<file path="src/hw/rtl/h2f_pkg.sv">
// Shared types, constants and helper functions of the hash-to-field block.
// No dependencies; every module of the block and the testbench import this package.
package h2f_pkg;

   localparam int QUEUE_DEPTH = 4;
   localparam int QPTR_W = 2;

   localparam int FIN_PREFIX_LEN = 44;
   localparam logic [5:0] FIN_PREFIX_END = 6'(FIN_PREFIX_LEN - 1);
   localparam logic [6:0] LEN_FIELD_POS = 7'd112;
   localparam logic [6:0] BLOCK_LAST = 7'd127;
   localparam logic [7:0] PAD_BYTE = 8'h80;
   localparam logic [3:0] LEN_BYTE_LAST = 4'd15;
   // bytes added after the message (44) plus the leading zero block (128)
   localparam int LEN_OFFSET = 172;
   localparam logic [6:0] LAST_ROUND = 7'd79;
   localparam logic [1:0] LAST_LIMB = 2'd3;

   typedef logic [0:7][63:0] digest_type;

   typedef struct packed {
      logic [7:0] msg_byte;
      logic has_byte;
      logic last;
   } item_type;

   typedef struct packed {
      logic load_init;
      logic load_b1;
      logic start;
      logic wr_en;
      logic [6:0] wr_idx;
      logic [7:0] wr_byte;
   } core_ctl_type;

   typedef enum logic [3:0] {
      ST_INIT,
      ST_INIT_GO,
      ST_RUN,
      ST_FIN_SETUP,
      ST_FIN,
      ST_B1,
      ST_B1_GO,
      ST_RED_GO,
      ST_WAIT,
      ST_OUT
   } back_state_type;

   typedef enum logic [1:0] {
      PH_PREFIX,
      PH_PAD,
      PH_ZERO,
      PH_LENGTH
   } fin_phase_type;

   typedef enum logic [1:0] {
      RS_SUM,
      RS_FOLD_A,
      RS_FOLD_B,
      RS_CANON
   } red_step_type;

   localparam digest_type SHA_IV = {
      64'h6a09e667f3bcc908, 64'hbb67ae8584caa73b, 64'h3c6ef372fe94f82b, 64'ha54ff53a5f1d36f1,
      64'h510e527fade682d1, 64'h9b05688c2b3e6c1f, 64'h1f83d9abfb41bd6b, 64'h5be0cd19137e2179};

   // Second half of the b1 block: 0x01, tag, 0x04, 0x28, pad, bit length 848.
   localparam digest_type B1_TAIL = {
      64'h0145435652465f65,
      64'h6477617264733235, 64'h3531395f584d443a, 64'h5348412d3531325f,
      64'h454c4c325f4e555f, 64'h0428800000000000, 64'h0000000000000000,
      64'h0000000000000350};

   localparam logic [7:0] FIN_PREFIX [FIN_PREFIX_LEN] = '{
      8'h00, 8'h30, 8'h00, 8'h45, 8'h43, 8'h56, 8'h52, 8'h46, 8'h5f, 8'h65, 8'h64,
      8'h77, 8'h61, 8'h72, 8'h64, 8'h73, 8'h32, 8'h35, 8'h35, 8'h31, 8'h39, 8'h5f,
      8'h58, 8'h4d, 8'h44, 8'h3a, 8'h53, 8'h48, 8'h41, 8'h2d, 8'h35, 8'h31, 8'h32,
      8'h5f, 8'h45, 8'h4c, 8'h4c, 8'h32, 8'h5f, 8'h4e, 8'h55, 8'h5f, 8'h04, 8'h28};

   localparam logic [63:0] SHA_K [80] = '{
      64'h428a2f98d728ae22, 64'h7137449123ef65cd, 64'hb5c0fbcfec4d3b2f, 64'he9b5dba58189dbbc,
      64'h3956c25bf348b538, 64'h59f111f1b605d019, 64'h923f82a4af194f9b, 64'hab1c5ed5da6d8118,
      64'hd807aa98a3030242, 64'h12835b0145706fbe, 64'h243185be4ee4b28c, 64'h550c7dc3d5ffb4e2,
      64'h72be5d74f27b896f, 64'h80deb1fe3b1696b1, 64'h9bdc06a725c71235, 64'hc19bf174cf692694,
      64'he49b69c19ef14ad2, 64'hefbe4786384f25e3, 64'h0fc19dc68b8cd5b5, 64'h240ca1cc77ac9c65,
      64'h2de92c6f592b0275, 64'h4a7484aa6ea6e483, 64'h5cb0a9dcbd41fbd4, 64'h76f988da831153b5,
      64'h983e5152ee66dfab, 64'ha831c66d2db43210, 64'hb00327c898fb213f, 64'hbf597fc7beef0ee4,
      64'hc6e00bf33da88fc2, 64'hd5a79147930aa725, 64'h06ca6351e003826f, 64'h142929670a0e6e70,
      64'h27b70a8546d22ffc, 64'h2e1b21385c26c926, 64'h4d2c6dfc5ac42aed, 64'h53380d139d95b3df,
      64'h650a73548baf63de, 64'h766a0abb3c77b2a8, 64'h81c2c92e47edaee6, 64'h92722c851482353b,
      64'ha2bfe8a14cf10364, 64'ha81a664bbc423001, 64'hc24b8b70d0f89791, 64'hc76c51a30654be30,
      64'hd192e819d6ef5218, 64'hd69906245565a910, 64'hf40e35855771202a, 64'h106aa07032bbd1b8,
      64'h19a4c116b8d2d0c8, 64'h1e376c085141ab53, 64'h2748774cdf8eeb99, 64'h34b0bcb5e19b48a8,
      64'h391c0cb3c5c95a63, 64'h4ed8aa4ae3418acb, 64'h5b9cca4f7763e373, 64'h682e6ff3d6b2b8a3,
      64'h748f82ee5defb2fc, 64'h78a5636f43172f60, 64'h84c87814a1f0ab72, 64'h8cc702081a6439ec,
      64'h90befffa23631e28, 64'ha4506cebde82bde9, 64'hbef9a3f7b2c67915, 64'hc67178f2e372532b,
      64'hca273eceea26619c, 64'hd186b8c721c0c207, 64'heada7dd6cde0eb1e, 64'hf57d4f7fee6ed178,
      64'h06f067aa72176fba, 64'h0a637dc5a2c898a6, 64'h113f9804bef90dae, 64'h1b710b35131c471b,
      64'h28db77f523047d84, 64'h32caab7b40c72493, 64'h3c9ebe0a15c9bebc, 64'h431d67c49c100d4c,
      64'h4cc5d4becb3e42b6, 64'h597f299cfc657e2a, 64'h5fcb6fab3ad6faec, 64'h6c44198c4a475817};

   function automatic logic [63:0] rotr(input logic [63:0] x, input int unsigned n);
      return (x >> n) | (x << (64 - n));
   endfunction

   function automatic logic [63:0] big_sigma0(input logic [63:0] x);
      return rotr(x, 28) ^ rotr(x, 34) ^ rotr(x, 39);
   endfunction

   function automatic logic [63:0] big_sigma1(input logic [63:0] x);
      return rotr(x, 14) ^ rotr(x, 18) ^ rotr(x, 41);
   endfunction

   function automatic logic [63:0] small_sigma0(input logic [63:0] x);
      return rotr(x, 1) ^ rotr(x, 8) ^ (x >> 7);
   endfunction

   function automatic logic [63:0] small_sigma1(input logic [63:0] x);
      return rotr(x, 19) ^ rotr(x, 61) ^ (x >> 6);
   endfunction

endpackage

</file>
<file path="src/hw/rtl/h2f_rsp_if.sv">
// Response channel of the hash-to-field block: one 64-bit limb per transfer.
// No dependencies.
interface h2f_rsp_if;
   logic        valid;
   logic        ready;
   logic [63:0] limb_value;
   logic [1:0]  limb_index;
   logic        last_limb;
   logic        too_long;

   modport source (output valid, limb_value, limb_index, last_limb, too_long, input ready);
   modport sink (input valid, limb_value, limb_index, last_limb, too_long, output ready);
endinterface

</file>
<file path="src/hw/rtl/h2f_back.sv">
// Back end: absorbs queued bytes, runs the xmd finishing sequence and the
// second hash, drives the reducer and the response channel.
// Depends on h2f_pkg and h2f_rsp_if.
module h2f_back import h2f_pkg::*; #(
   parameter int LEN_BITS = 32
) (
   input  logic          clock,
   input  logic          reset,
   input  logic          q_valid,
   input  item_type      q_item,
   output logic          q_pop,
   output core_ctl_type  core_ctl,
   input  logic          core_busy,
   input  logic          red_busy,
   output logic          red_start,
   input  logic [255:0]  red_result,
   h2f_rsp_if.source     rsp
);

   back_state_type state_ff, state_in, ret_ff, ret_in;
   fin_phase_type  phase_ff, phase_in;
   logic [LEN_BITS-1:0] count_ff, count_in;
   logic [LEN_BITS:0]   total_ff, total_in;
   logic [5:0] k_ff, k_in;
   logic [1:0] limb_ff, limb_in;
   logic       ovf_ff, ovf_in;
   logic [6:0] idx;
   logic       fin_wr;
   logic [7:0] fin_byte;
   logic [127:0] len_field;

   assign idx       = count_ff[6:0];
   assign len_field = 128'({total_ff, 3'b000});
   assign fin_wr    = !(phase_ff == PH_ZERO && idx == LEN_FIELD_POS);

   always_comb begin
      unique case (phase_ff)
         PH_PREFIX: fin_byte = FIN_PREFIX[k_ff];
         PH_PAD:    fin_byte = PAD_BYTE;
         PH_ZERO:   fin_byte = '0;
         PH_LENGTH: fin_byte = len_field[{LEN_BYTE_LAST - k_ff[3:0], 3'b000} +: 8];
         default:   fin_byte = '0;
      endcase
   end

   // next state
   always_comb begin
      state_in = state_ff;
      ret_in   = ret_ff;
      unique case (state_ff)
         ST_INIT:    state_in = ST_INIT_GO;
         ST_INIT_GO: begin
            state_in = ST_WAIT;
            ret_in   = ST_RUN;
         end
         ST_RUN: begin
            if (q_valid) begin
               if (q_item.has_byte && idx == BLOCK_LAST) begin
                  state_in = ST_WAIT;
                  ret_in   = q_item.last ? ST_FIN_SETUP : ST_RUN;
               end else if (q_item.last) begin
                  state_in = ST_FIN_SETUP;
               end
            end
         end
         ST_FIN_SETUP: state_in = ST_FIN;
         ST_FIN: begin
            if (fin_wr && idx == BLOCK_LAST) begin
               state_in = ST_WAIT;
               ret_in   = (phase_ff == PH_LENGTH) ? ST_B1 : ST_FIN;
            end
         end
         ST_B1:    state_in = ST_B1_GO;
         ST_B1_GO: begin
            state_in = ST_WAIT;
            ret_in   = ST_RED_GO;
         end
         ST_RED_GO: begin
            state_in = ST_WAIT;
            ret_in   = ST_OUT;
         end
         ST_WAIT: begin
            if (!core_busy && !red_busy) begin
               state_in = ret_ff;
            end
         end
         ST_OUT: begin
            if (rsp.ready && limb_ff == LAST_LIMB) begin
               state_in = ST_INIT;
            end
         end
         default: state_in = ST_INIT;
      endcase
   end

   // outputs
   always_comb begin
      core_ctl  = '0;
      q_pop     = 1'b0;
      red_start = 1'b0;
      rsp.valid = 1'b0;
      unique case (state_ff)
         ST_INIT:    core_ctl.load_init = 1'b1;
         ST_INIT_GO: core_ctl.start = 1'b1;
         ST_B1:      core_ctl.load_b1 = 1'b1;
         ST_B1_GO:   core_ctl.start = 1'b1;
         ST_RED_GO:  red_start = 1'b1;
         ST_RUN: begin
            q_pop = q_valid;
            if (q_valid && q_item.has_byte) begin
               core_ctl.wr_en   = 1'b1;
               core_ctl.wr_idx  = idx;
               core_ctl.wr_byte = q_item.msg_byte;
               core_ctl.start   = (idx == BLOCK_LAST);
            end
         end
         ST_FIN: begin
            core_ctl.wr_en   = fin_wr;
            core_ctl.wr_idx  = idx;
            core_ctl.wr_byte = fin_byte;
            core_ctl.start   = fin_wr && idx == BLOCK_LAST;
         end
         ST_OUT: rsp.valid = 1'b1;
         default: ;
      endcase
   end

   assign rsp.limb_value = red_result[{limb_ff, 6'b000000} +: 64];
   assign rsp.limb_index = limb_ff;
   assign rsp.last_limb  = (limb_ff == LAST_LIMB);
   assign rsp.too_long   = ovf_ff;

   // counters and finishing sequence
   always_comb begin
      count_in = count_ff;
      ovf_in   = ovf_ff;
      total_in = total_ff;
      phase_in = phase_ff;
      k_in     = k_ff;
      limb_in  = limb_ff;
      unique case (state_ff)
         ST_RUN: begin
            if (q_valid && q_item.has_byte) begin
               count_in = count_ff + 1'b1;
               if (&count_ff) begin
                  ovf_in = 1'b1;
               end
            end
         end
         ST_FIN_SETUP: begin
            total_in = {1'b0, count_ff} + (LEN_BITS+1)'(LEN_OFFSET);
            phase_in = PH_PREFIX;
            k_in     = '0;
         end
         ST_FIN: begin
            if (fin_wr) begin
               count_in = count_ff + 1'b1;
            end
            unique case (phase_ff)
               PH_PREFIX: begin
                  k_in = k_ff + 1'b1;
                  if (k_ff == FIN_PREFIX_END) begin
                     phase_in = PH_PAD;
                     k_in     = '0;
                  end
               end
               PH_PAD: phase_in = PH_ZERO;
               PH_ZERO: begin
                  if (idx == LEN_FIELD_POS) begin
                     phase_in = PH_LENGTH;
                  end
               end
               PH_LENGTH: k_in = k_ff + 1'b1;
               default: phase_in = PH_PREFIX;
            endcase
         end
         ST_OUT: begin
            if (rsp.ready) begin
               limb_in = limb_ff + 1'b1;
               if (limb_ff == LAST_LIMB) begin
                  count_in = '0;
                  ovf_in   = 1'b0;
               end
            end
         end
         default: ;
      endcase
   end

   always_ff @(posedge clock) begin
      if (reset) begin
         state_ff <= ST_INIT;
         ret_ff   <= ST_RUN;
         count_ff <= '0;
         ovf_ff   <= 1'b0;
         phase_ff <= PH_PREFIX;
         k_ff     <= '0;
         limb_ff  <= '0;
      end else begin
         state_ff <= state_in;
         ret_ff   <= ret_in;
         count_ff <= count_in;
         ovf_ff   <= ovf_in;
         phase_ff <= phase_in;
         k_ff     <= k_in;
         limb_ff  <= limb_in;
      end
   end

   always_ff @(posedge clock) begin
      total_ff <= total_in;
   end

endmodule

</file>
<file path="src/flat_wrapper.sv">
// flat-port wrapper written by rule: the top's interface ports become plain ports
module h2f_back_flat import h2f_pkg::*;
#(
   parameter int LEN_BITS = 32
)
  (clock, reset, q_valid, q_item, q_pop, core_ctl, core_busy, red_busy, red_start, red_result, rsp_valid, rsp_limb_value, rsp_limb_index, rsp_last_limb, rsp_too_long, rsp_ready);
  h2f_rsp_if rsp_i ();
  input  logic clock;
  input  logic reset;
  input  logic q_valid;
  input  item_type q_item;
  output logic q_pop;
  output core_ctl_type core_ctl;
  input  logic core_busy;
  input  logic red_busy;
  output logic red_start;
  input  logic [255:0] red_result;
  output wire logic [$bits(rsp_i.valid)-1:0] rsp_valid;
  output wire logic [$bits(rsp_i.limb_value)-1:0] rsp_limb_value;
  output wire logic [$bits(rsp_i.limb_index)-1:0] rsp_limb_index;
  output wire logic [$bits(rsp_i.last_limb)-1:0] rsp_last_limb;
  output wire logic [$bits(rsp_i.too_long)-1:0] rsp_too_long;
  input wire logic [$bits(rsp_i.ready)-1:0] rsp_ready;
  assign rsp_valid = rsp_i.valid;
  assign rsp_limb_value = rsp_i.limb_value;
  assign rsp_limb_index = rsp_i.limb_index;
  assign rsp_last_limb = rsp_i.last_limb;
  assign rsp_too_long = rsp_i.too_long;
  assign rsp_i.ready = rsp_ready;
  h2f_back #(.LEN_BITS(LEN_BITS)) u_core (.clock(clock), .reset(reset), .q_valid(q_valid), .q_item(q_item), .q_pop(q_pop), .core_ctl(core_ctl), .core_busy(core_busy), .red_busy(red_busy), .red_start(red_start), .red_result(red_result), .rsp(rsp_i));
endmodule
</file>
<file path="config.mk">
export PLATFORM = sky130hd
export DESIGN_NAME = h2f_back_flat
export DESIGN_NICKNAME = d
export VERILOG_FILES = /design/src/hw/rtl/h2f_pkg.sv /design/src/hw/rtl/h2f_rsp_if.sv /design/src/hw/rtl/h2f_back.sv /design/src/flat_wrapper.sv
export SDC_FILE = /design/constraint.sdc
export NUM_CORES = 1
export LEC_CHECK = 0
export BUFFER_PORTS_ARGS = -buffer_cell sky130_fd_sc_hd__buf_2
export CELL_PAD_IN_SITES_DETAIL_PLACEMENT = 0
export CELL_PAD_IN_SITES_GLOBAL_PLACEMENT = 1
export CORE_MARGIN = 5
export CORE_UTILIZATION = 30
export CTS_CLUSTER_SIZE = 28
export DETAILED_ROUTE_END_ITERATION = 16
export GPL_TIMING_DRIVEN = 0
export PLACE_DENSITY = 0.77
export SLEW_MARGIN = 25
export SYNTH_ARGS = -nofsm -noshare
export SYNTH_HDL_FRONTEND = slang
export SYNTH_SLANG_ARGS = --single-unit
</file>
<file path="constraint.sdc">
create_clock -name clock -period 4.71 [get_ports clock]
set_input_delay 0 -clock clock [delete_from_list [all_inputs] [get_ports clock]]
set_output_delay 0 -clock clock [all_outputs]
set_load 0.005 [all_outputs]
</file>
After elaboration in Yosys (flattened, before gate mapping)
Memories as Yosys holds them, arrays and structs flattened.
Cells that the tools add are included.
{"block": "classes", "n_eq_ne": 31, "n_addsub": 5, "n_mux": 41, "shifts": 2, "order_cmp": 1, "reduce_logical": 25, "bitwise_logic": 1}
{"op": "variable part select 256 x 9 -> 64 bit", "count": 1}
{"op": "two-way mux 32 bit", "count": 4}
{"op": "variable part select 128 x 8 -> 8 bit", "count": 1}
{"op": "case mux 32 bit (3 select lines)", "count": 1}
{"op": "two-way mux 4 bit", "count": 9}
{"op": "adder 32 x 8 -> 33 bit (second input constant)", "count": 1}
{"op": "adder 32 x 1 -> 32 bit (second input constant)", "count": 1}
{"op": "case mux 16 bit (2 select lines)", "count": 1}
{"op": "case mux 4 bit (8 select lines)", "count": 1}
{"op": "case mux 8 bit (4 select lines)", "count": 1}
{"op": "AND reduction 32 bit", "count": 1}
{"op": "case mux 6 bit (2 select lines)", "count": 2}
{"op": "case mux 4 bit (5 select lines)", "count": 1}
{"op": "two-way mux 17 bit", "count": 1}
{"op": "equality test 4 x 3 -> 1 bit (second input constant)", "count": 4}
{"op": "two-way mux 8 bit", "count": 2}
{"op": "AND reduction 5 bit", "count": 3}
{"op": "equality test 7 bit (second input constant)", "count": 2}
{"op": "!= test 2 x 1 -> 1 bit (second input constant)", "count": 6}
{"op": "two-way mux 1 bit", "count": 11}
{"op": "!= test 3 x 2 -> 1 bit (second input constant)", "count": 3}
{"op": "equality test 4 x 2 -> 1 bit (second input constant)", "count": 2}
{"op": "equality test 4 bit (second input constant)", "count": 2}
{"op": "!= test 2 bit (second input constant)", "count": 4}
{"op": "28 further kinds", "count": 41}
{"block": "totals", "register_bits": 84, "mem_count": 1, "output_inout_bits": 90, "romBits": 512, "in_bits": 272, "word_cells": 115}
{"memory": "(name not given)", "words": 64, "word_bits": 8, "read_ports": 1, "rd_ports_with_merged_regs": 0, "write_ports": 0, "line": "h2f_back.sv:38", "text": "PH_PREFIX: fin_byte = FIN_PREFIX[k_ff];"}

Depth between registers and ports, before layout
{"block": "depth", "ltp_word": 6, "mapped_depth": 9, "depth_no_buf": 7}

Worst setup path after synthesis
Ideal clock, no wire load.
{"block": "synth_timing", "kind": "reg2reg", "start": "register u_core.state_ff[3]", "end": "register u_core.phase_ff[0]", "required_time_ps": 4640, "period_less_slack_ps": 4880, "stages_incl_launch_ff": 6, "setup_time_ps": 70, "arrival_ps": 4810, "slack_ps": -170, "path_buffers": 1, "cell_sequence": "dfxtp_1 clkbuf_1 nor4bb_1 a21oi_1 or4_1 a21oi_1"}
{"block": "synth_via", "elab_chain_cells": 3, "word_cells_on_any_way": 8, "cone_classes": "5 x eq/ne; 1 x mux; 2 x reduce/logical"}
{"element": "start, declared", "line": "h2f_back.sv:20", "text": "back_state_type state_ff, state_in, ret_ff, ret_in;"}
{"element": "start signal, assigned", "line": "h2f_back.sv:200", "text": "state_ff <= state_in;"}
{"element": "equality test 4 x 3 -> 1 bit / equality test 4 x 2 -> 1 bit (equally long branches)", "line": "h2f_back.sv:141", "text": "unique case (state_ff)"}
{"element": "!= test 4 x 3 -> 1 bit (no line) (tied with other cells)"}
{"element": "AND reduction 4 bit (no line)"}
{"element": "end signal, assigned", "line": "h2f_back.sv:204", "text": "phase_ff <= phase_in;"}
{"element": "end, declared", "line": "h2f_back.sv:21", "text": "fin_phase_type phase_ff, phase_in;"}
Several ways; a longest one is shown, not always the timed one.
A chain may end at the register's enable or synchronous reset.

==> reports/summary.log <==
INFO  run_status     outcome=complete, no violations
INFO  floorplanning  design.die.area=0.02639sqmm
INFO  synth          synth_enable_flop_cells=33
INFO  routing        dr.first_iter.drc_count=542
INFO  pwr            power_leakage=3.766nW
INFO  timing         setup_viol=0
INFO  routing        drcViolationCount=0
INFO  setup_path     regToRegStartpoint=u_core.state_ff[3]
INFO  synth          ys_seq_elements=84
INFO  setup_path     path_type_of_the_worst_setup_path=register to output pin
INFO  synth          synth.largest_area_cell=sky130_fd_sc_hd__mux4_2
INFO  timing         fin_crit_sh=76.86%
INFO  placed_design  finalWeightedCongestion=0.9882
INFO  synth          yosys.area.top_type_share=22.61%
INFO  pwr            irDropWorstVdd=0.1269mV
INFO  setup_path     setup.worst_path.end_class=output pin
INFO  global_route   antenna_found_initial=12
INFO  final_layout   layout.cells.most_common=sky130_fd_sc_hd__buf_2
INFO  timing         maxSlewHeadroom=34.60%
INFO  floorplanning  floorplan.io_pins=362
INFO  synth          synth_cells=704
INFO  floorplanning  die_height=162.4um
INFO  final_layout   postLayoutCoreUtil=41.71%
INFO  synth          synthFlopType=sky130_fd_sc_hd__dfxtp_1
INFO  clock_tree     tritoncts_clock_tree=built
INFO  setup_path     required=4.71ns
INFO  synth          synth_cell_types=70
INFO  global_route   grt_start_max_net_pins=15
INFO  setup_path     worstPathArrival=3.62ns
INFO  floorplanning  floorplan.die.width=162.4um
INFO  clock_tree     clock_sink_count=84
INFO  routing        wirelength_per_cell=25.36um
INFO  synth          synth.yosys.warnings=0
INFO  routing        drt_pre_antenna_iters=5
INFO  job            max_cap_violations=0
INFO  timing         worstMarginPinSlew=0.9674ns
INFO  setup_path     worst_setup_path_start_kind=register
INFO  setup_path     worst_reg_to_reg_cells=6
INFO  floorplanning  initial_core_util=30.61%
INFO  floorplanning  core_area=0.02278sqmm
INFO  synth          synth_nets=996
INFO  placed_design  port-buffer-count=361
INFO  timing         final.setup.tns=0ns
INFO  clock_tree     cts_max_path_buffers=2
INFO  timing         post-route-min-period=3.620ns
INFO  global_route   grt_pass1_vias=7300
INFO  worst_hold_path hold-path-cell-count=4
INFO  worst_hold_path min-delay-path-class=input port to register
INFO  synth          cell_area_after_synthesis=0.006972sqmm
INFO  clock_tree     cts.reportedPaths.clkPinSlew=0.07ns
INFO  timing         max_clock_freq=0.2763GHz
INFO  global_route   track_usage=25.56%
INFO  routing        post_drt_via_cell_ratio=5.352
INFO  global_route   grt_pass1_wl=49800um
INFO  synth          ys_async_sr_fraction=0%
INFO  routing        final_antenna_net_count=0
INFO  synth          synth.avg_cell_area=9.903squm
INFO  clock_tree     cts.htree.levels=3
INFO  clock_tree     library_cell_used_as_clock_root_buffer=sky130_fd_sc_hd__clkbuf_16
INFO  global_route   grt.overflow.total=0
INFO  placed_design  detailed_place_hpwl=30770um
INFO  final_layout   area.growth.synth_to_final=36.27%
INFO  floorplanning  rows=55
INFO  timing         grt_setup_unrepaired=no
INFO  routing        drt-total-wl=35580um
INFO  pwr            p_per_area=250.1mW/mm^2
INFO  final_layout   layout.cells.most_common_list=365 x sky130_fd_sc_hd__buf_2, 70 x sky130_fd_sc_hd__mux4_2, 54 x sky130_fd_sc_hd__nor2_1, 53 x sky130_fd_sc_hd__a21oi_1, 51 x sky130_fd_sc_hd__dfxtp_1
INFO  routing        vias=7509
INFO  final_layout   drive_above_1_share=43.50%
INFO  timing         fin_worst_skew=0.008965ns
INFO  setup_path     reg2reg_setup_slack=1.92ns
INFO  worst_hold_path hold_end=u_core.state_ff[2]
INFO  setup_path     cp_slowest_cell=sky130_fd_sc_hd__buf_1
INFO  synth          ys_seq_area_share=28.86%
INFO  clock_tree     quantity_of_gates_resized_following_cts=0
INFO  clock_tree     cts_inserted_buffers=9
INFO  setup_path     cp_slowest_stage_delay=0.57ns
INFO  setup_path     reg_to_reg_endpoint=u_core.ret_ff[3]
INFO  setup_path     crit_fanout=10
INFO  final_layout   num-nets-final=1372
INFO  setup_path     critical_path.cell_chain=buf_1, inv_1, ha_1, clkbuf_1, nor2b_1, nor2_1, mux4_2, o221ai_1, o211ai_1, buf_2
INFO  timing         report.final.slew_viol_count=0
INFO  timing         hold_viol_final=0
INFO  clock_tree     insertion_delay=0.34ns
INFO  worst_hold_path min_from=core_busy
INFO  synth          synth.area.top_cells=sky130_fd_sc_hd__mux4_2 23%, sky130_fd_sc_hd__dfxtp_1 15%, sky130_fd_sc_hd__edfxtp_1 14%
[kinds of logic after synthesis]
kind of cell,Yosys count,synth area share (%)
compound gates,166,15.29
xor+xnor,48,6.030
fa+ha+maj,20,3.589
buf+inv,81,4.774
flops,84,28.86
mux,79,23.94
simple gates,226,17.52
[power by group]
part	leakage, nW	total (W)	switching [W]	internal (W)
Sequential	0.725	0.000826	0.0000270	0.000799
Clock	0.124	0.000655	0.000299	0.000356
Combinational	2.92	0.000895	0.000493	0.000402
Total	3.77	0.00238	0.000818	0.00156
[repair_timing]
action / CTS / global route
hold buffers: 1 / 0
endpoints found under the hold margin: 1 / 0
setup buffers: 0 / 0
[cells in the mapped netlist, drive strengths merged, types with 8 or more instances]
cell	number
a21oi	53
nand3	20
or3	17
buf	21
nor4	9
nand2	45
nor2	55
o21ai	40
a211oi	8
nor3	9
ha	20
xnor2	28
nor2b	10
clkbuf	39
mux4	70
a22oi	10
edfxtp	33
inv	21
o211ai	9
xor2	20
nand4	13
dfxtp	51
[state kept, by name (all words and copies together) (netlist names)]
name	cells
u_core.total_ff	33
u_core.count_ff	32
u_core.k_ff	6
u_core.ret_ff	4
u_core.state_ff	4
u_core.phase_ff	2
u_core.rsp.limb_index	2
u_core.rsp.too_long	1
[worst max path at each step]
stage	cells past startpoint	from	slack [ns]	end
final	10	u_core.k_ff[0]	1.09	core_ctl[2]
after global routing	10	u_core.k_ff[0]	0.90	core_ctl[2]
after CTS	10	u_core.k_ff[0]	1.07	core_ctl[2]
after detailed placement	10	u_core.k_ff[0]	1.47	core_ctl[2]
after global placement	5	u_core.state_ff[3]	0.24	u_core.phase_ff[0]
after floorplan	5	u_core.state_ff[3]	1.17	u_core.phase_ff[0]
[worst max-delay path, delay by kind of cell, from the launching register on]
family | cells | cell delay (ns)
adder cells (fa/ha/maj) | 1 | 0.35
buffers and inverters | 4 | 1.24
AO/OA/AOI/OAI | 2 | 0.35
multiplexers | 1 | 0.49
flip-flops | 1 | 0.50
AND/OR/NAND/NOR | 2 | 0.34
[cell type report]
cell class,count,area [sq um]
buffer,60,254.0
clock buffer,10,229.0
fill,2340,13280
tap,313,391.6
inverter,21,78.83
timing repair buffer,365,1839
clock inverter,6,41.29
antenna,5,12.51
sequential,84,2012
multi-input combinational,539,4642
[metal layers]
layer	GRT usage, %	routed length, um	vias up
li1	-	-	3483
met1	30.39	13500	3550
met3	7.391	3049	75
met4	13.76	1940	14
met2	41.76	16980	387
met5	0	109	-
[metrics by stage]
step | instance area [sq um] | power [W] | cells | setup WS, ns | hold slack (ns)
after detailed placement | 9208 | 0.001731 | 1381 | 1.474 | 0.3011
after global routing | 9498 | 0.002492 | 1402 | 0.9019 | 0.02268
final | 9500 | 0.002376 | 1403 | 1.090 | 0.01695
after CTS | 9488 | 0.002388 | 1398 | 1.074 | 0.001004
after global placement | 9176 | 0.001723 | 1378 | 0.2424 | 0.2934
after floorplan | 6978 | 0.001339 | 704 | 1.168 | 0.07931
Power figures use the tool's default switching activity.
